File: config.mk
export PLATFORM = sky130hd
export DESIGN_NAME = mlfq_job_mem
export DESIGN_NICKNAME = d
export VERILOG_FILES = /design/src/mlfq_pkg.sv /design/src/mlfq_job_mem.sv
export SDC_FILE = /design/constraint.sdc
export NUM_CORES = 2
export LEC_CHECK = 0
export BUFFER_PORTS_ARGS = -buffer_cell sky130_fd_sc_hd__buf_2
export CAP_MARGIN = 30
export CORE_UTILIZATION = 39
export CTS_BUF_LIST = sky130_fd_sc_hd__clkbuf_8
export DETAILED_ROUTE_END_ITERATION = 12
export GPL_TIMING_DRIVEN = 0
export HOLD_SLACK_MARGIN = 0.02
export PLACE_DENSITY = 0.5
export SLEW_MARGIN = 15
export SYNTH_ARGS = -nofsm -noshare
export SYNTH_HDL_FRONTEND = slang
export SYNTH_SLANG_ARGS = --single-unit
File: constraint.sdc
create_clock -name clock -period 6.2 [get_ports clock]
set_input_delay 1.24 -clock clock [delete_from_list [all_inputs] [get_ports clock]]
set_output_delay 1.24 -clock clock [all_outputs]
set_load 0.01 [all_outputs]
File: src/mlfq_pkg.sv
`timescale 1ns / 1ps

package mlfq_pkg;

   localparam int MAX_JOBS_DEF = 64;
   localparam int LEVELS_DEF   = 3;
   localparam int LVW          = 2;
   localparam int DW           = 16;
   localparam int CSR_IW       = 3;

   localparam logic [1:0]    LEVEL_COUNT_RST  = 2'd3;
   localparam logic [DW-1:0] BOOST_PERIOD_RST = 16'd100;

   localparam logic [CSR_IW-1:0] CSR_LEVEL_COUNT  = 3'd0;
   localparam logic [CSR_IW-1:0] CSR_BOOST_PERIOD = 3'd1;
   localparam logic [CSR_IW-1:0] CSR_QUANTUM0     = 3'd2;
   localparam logic [CSR_IW-1:0] CSR_QUANTUM1     = 3'd3;
   localparam logic [CSR_IW-1:0] CSR_QUANTUM2     = 3'd4;
   localparam logic [CSR_IW-1:0] CSR_ALLOT0       = 3'd5;
   localparam logic [CSR_IW-1:0] CSR_ALLOT1       = 3'd6;
   localparam logic [CSR_IW-1:0] CSR_ALLOT2       = 3'd7;

   localparam logic CMD_ADMIT = 1'b0;
   localparam logic CMD_TICK  = 1'b1;

   typedef struct packed {
      logic          cmd;
      logic [5:0]    new_job_id;
      logic [DW-1:0] new_job_burst;
   } req_type;

   typedef struct packed {
      logic [31:0] tick_time;
      logic        busy_res;
      logic [5:0]  run_job_id;
      logic [1:0]  run_level;
      logic        first_run;
      logic        job_done;
   } rsp_type;

   typedef struct packed {
      logic [DW-1:0]  remaining;
      logic [LVW-1:0] prio;
      logic [DW-1:0]  at_level;
      logic [DW-1:0]  slice;
      logic           started;
   } job_type;

   typedef struct packed {
      logic           push_en;
      logic [LVW-1:0] push_lv;
      logic           pop_en;
      logic [LVW-1:0] pop_lv;
   } qctl_type;

   function automatic logic [DW-1:0] sat_inc(input logic [DW-1:0] x);
      logic [DW-1:0] r;
      r = (x == {DW{1'b1}}) ? x : x + 1'b1;
      return r;
   endfunction

endpackage

File: src/mlfq_job_mem.sv
`timescale 1ns / 1ps

module mlfq_job_mem #(
   parameter int MAX_JOBS = mlfq_pkg::MAX_JOBS_DEF,
   parameter int JW       = $clog2(MAX_JOBS)
) (
   input  logic              clock,
   input  logic              we,
   input  logic [JW-1:0]     waddr,
   input  mlfq_pkg::job_type wdata,
   input  logic [JW-1:0]     raddr,
   output mlfq_pkg::job_type rdata
);

   mlfq_pkg::job_type mem_ff [MAX_JOBS];
   mlfq_pkg::job_type rdata_ff;

   always_ff @(posedge clock) begin
      if (we) begin
         mem_ff[waddr] <= wdata;
      end
      rdata_ff <= mem_ff[raddr];
   end

   assign rdata = rdata_ff;

endmodule

==> metrics.yaml <==
floorplanning:
  rows: 207
  start_util: 0.392
  die_area_mm2: 0.322
  core_mm2: 0.318
  die-height_um: 567
  ios: 116
  die_width_um: 567
yosys:
  yosysWarnings: 0
  mappedNetlistArea_mm2: 0.125
  syn_nets: 5251
  ys_seq_area_frac: 0.795
  synth.distinct_cells: 31
  syn_inst: 5186
  avgSynthCellArea_um2: 24.0
  ys_ff_latch: 3315
drt:
  first_pass_iters: 6
  post_drt_wl_per_cell_um: 40.7
  num_vias: 65300
  wl_um: 443000
  postRouteAntennaNets: 0
  drc_errors: 0
  dr.first_iter.drc_count: 8941
  viasPerCell: 6.00
critical_path:
  critPathLaunchType: "primary input"
  crit_path_max_incr_delay_ps: 660
  critPathMaxFanout: 10
  timing.critical_path.buf_inv: 5
  worstSetupPathType: "primary input to register"
  crit_top_cell: "buf_2"
  cp_data_arrival_time_ps: 5410
  slowest_stage: "buf_2"
  path_delay_family: "buffers and inverters"
  crit_chain: "buf_2, buf_2, buf_2, buf_4, nand2_1, clkbuf_2, o22ai_1, nor2_1, a21oi_1, nor2_1"
  critPathCaptureType: "register"
  cp.required_ps: 7200
power:
  pwr-share-seq: 0.543
  comb_power_share: 0.059
  power_switching_mw: 10.9
  power_frac_clock: 0.398
  p_total_mw: 45.8
  p_int_mw: 34.9
  leakage_nw: 47.6
  vdd_drop_max_uv: 221
  power_density_mw_per_mm2: 307
  sw_frac_of_total: 0.238
sta:
  slew_violations: 0
  rsz0062_at_grt: "no"
  setup_viol: 0
  maxSlewHeadroom: 0.274
  worst_pin_slew_ps: 1090
  setup_slack_ps: 1790
  hold_viol: 0
  fin_crit_ps: 4410
  tns_ps: 0
  finalCritPeriodShare: 0.712
  skew_ps: 53.4
  max_freq_mhz: 227
  holdWs_ps: 387
final_layout:
  layout.cells.most_common_list: "edfxtp_1 (3264), mux4_2 (886), clkbuf_8 (599), buf_12 (243), buf_2 (232)"
  fill_cells: 26300
  nets: 6332
  drive_gt1_frac: 0.358
  finish.instance_area_mm2: 0.149
  area_delta_synth_final_pct: 19.7
  layout_commonest_cell: "edfxtp_1"
clock_tree:
  cts_root_buf: "clkbuf_8"
  cts_tree: "built"
  ctsHoldBuffers: 0
  path_clk_slew_ps: 60
  postCtsSetupBuffers: 0
  numClockSinks: 3315
  insertion_delay_ps: 1190
  post_cts_resized: 0
  cts_buffer_depth: 4
  cts_htree_levels: 6
  cts_made_buffers: 569
global_route:
  gr-total-overflow: 0
  grt_max_degree: 65
  track_usage: 0.273
  grt_pass1_wl_um: 585000
  grt_pass1_vias: 65200
  antenna_found_initial: 33
place:
  dpl_cell_area_mm2: 0.138
  hpwl_um: 308000
  place_ws_ps: 748
  portBuffers: 108
  gp_congestion: 0.775
run_status:
  status: "finished, final reports clean"
min_path:
  worst_hold_path_type: "primary input to register"
flow_run:
  drv_cap: 0
-- worst paths after layout --
path | startpoint | end | slack, ps | cells past startpoint
worst max-delay path | raddr[1] | rdata[20]$_DFF_P_ | 1790 | 10
worst min-delay path | wdata[14] | mem_ff[54][14]$_DFFE_PP_ | 390 | 1
worst max register to register | mem_ff[11][37]$_DFFE_PP_ | rdata[37]$_DFF_P_ | 3830 | 4
worst min register to register | mem_ff[61][12]$_DFFE_PP_ | rdata[12]$_DFF_P_ | 1040 | 5
-- per-layer routing --
layer	part of all wire	routed length, um	global-route usage	vias up
met5	0.00021	93	0	-
met2	0.49	216000	0.449	3613
li1	-	-	-	24700
met4	0.036	15800	0.0937	14
met1	0.39	171000	0.359	36200
met3	0.089	39600	0.0617	792
-- flip-flops by register name (all words and copies together) (netlist names) --
name	count
mem_ff	3264
rdata	51
-- power groups by stage --
stage | combinational, mW | sequential [mW] | clock, mW
after detailed placement | 2.64 | 25.3 | 0
after floorplan | 1.19 | 25.4 | 0
final | 2.71 | 24.9 | 18.3
after global routing | 2.80 | 24.9 | 19.5
after global placement | 2.47 | 25.4 | 0
after CTS | 2.65 | 24.9 | 18.5
-- cell usage after synthesis (all sizes together) --
cell type | instances | area share
and2 | 1 | 0.000050
nand4 | 2 | 0.00010
or3 | 3 | 0.00015
mux2 | 48 | 0.0043
o221a | 7 | 0.00063
o22ai | 161 | 0.0081
edfxtp | 3264 | 0.79
nor2b | 7 | 0.00035
or2 | 4 | 0.00020
nand4b | 2 | 0.00014
nor2 | 159 | 0.0048
mux2i | 50 | 0.0040
dfxtp | 51 | 0.0082
a31oi | 18 | 0.00090
a21oi | 67 | 0.0027
or3b | 5 | 0.00035
nand3b | 4 | 0.00024
nand2 | 48 | 0.0014
mux4 | 886 | 0.16
nand2b | 9 | 0.00045
nand3 | 5 | 0.00020
o221ai | 50 | 0.0035
a221oi | 1 | 0.000070
clkbuf | 115 | 0.0035
nor3 | 10 | 0.00040
o21ai | 33 | 0.0013
buf | 175 | 0.0072
inv | 1 | 0.000030
-- layout make-up --
class,count,area [um2],area share
multi-input combinational,1580,24700,0.166
sequential,3315,99000,0.664
timing repair buffer,510,8610,0.0577
antenna,17,42.5,0.000285
tap,4180,5230,0.0350
inverter,1,3.75,0.0000252
clock buffer,599,8240,0.0552
buffer,290,1400,0.00940
clock inverter,392,1930,0.0129
-- per-stage QoR --
stage                      util  cells
after global routing      0.469  10900
final                     0.469  10900
after detailed placement  0.434   9835
after global placement    0.410   9474
after CTS                 0.466  10800
after floorplan               -   5186
-- cells by family (layout without fill, tap and decap cells) --
logic type | count (synthesis) | in the layout | synth area share
muxes | 984 | 984 | 0.168
buffers and inverters | 291 | 1792 | 0.0107
and+or+nand+nor | 259 | 259 | 0.00888
DFF | 3315 | 3315 | 0.795
other | 0 | 17 | 0
AOI/OAI and AO/OA | 337 | 337 | 0.0172
No activity file was read; power rests on OpenSTA's default activity.
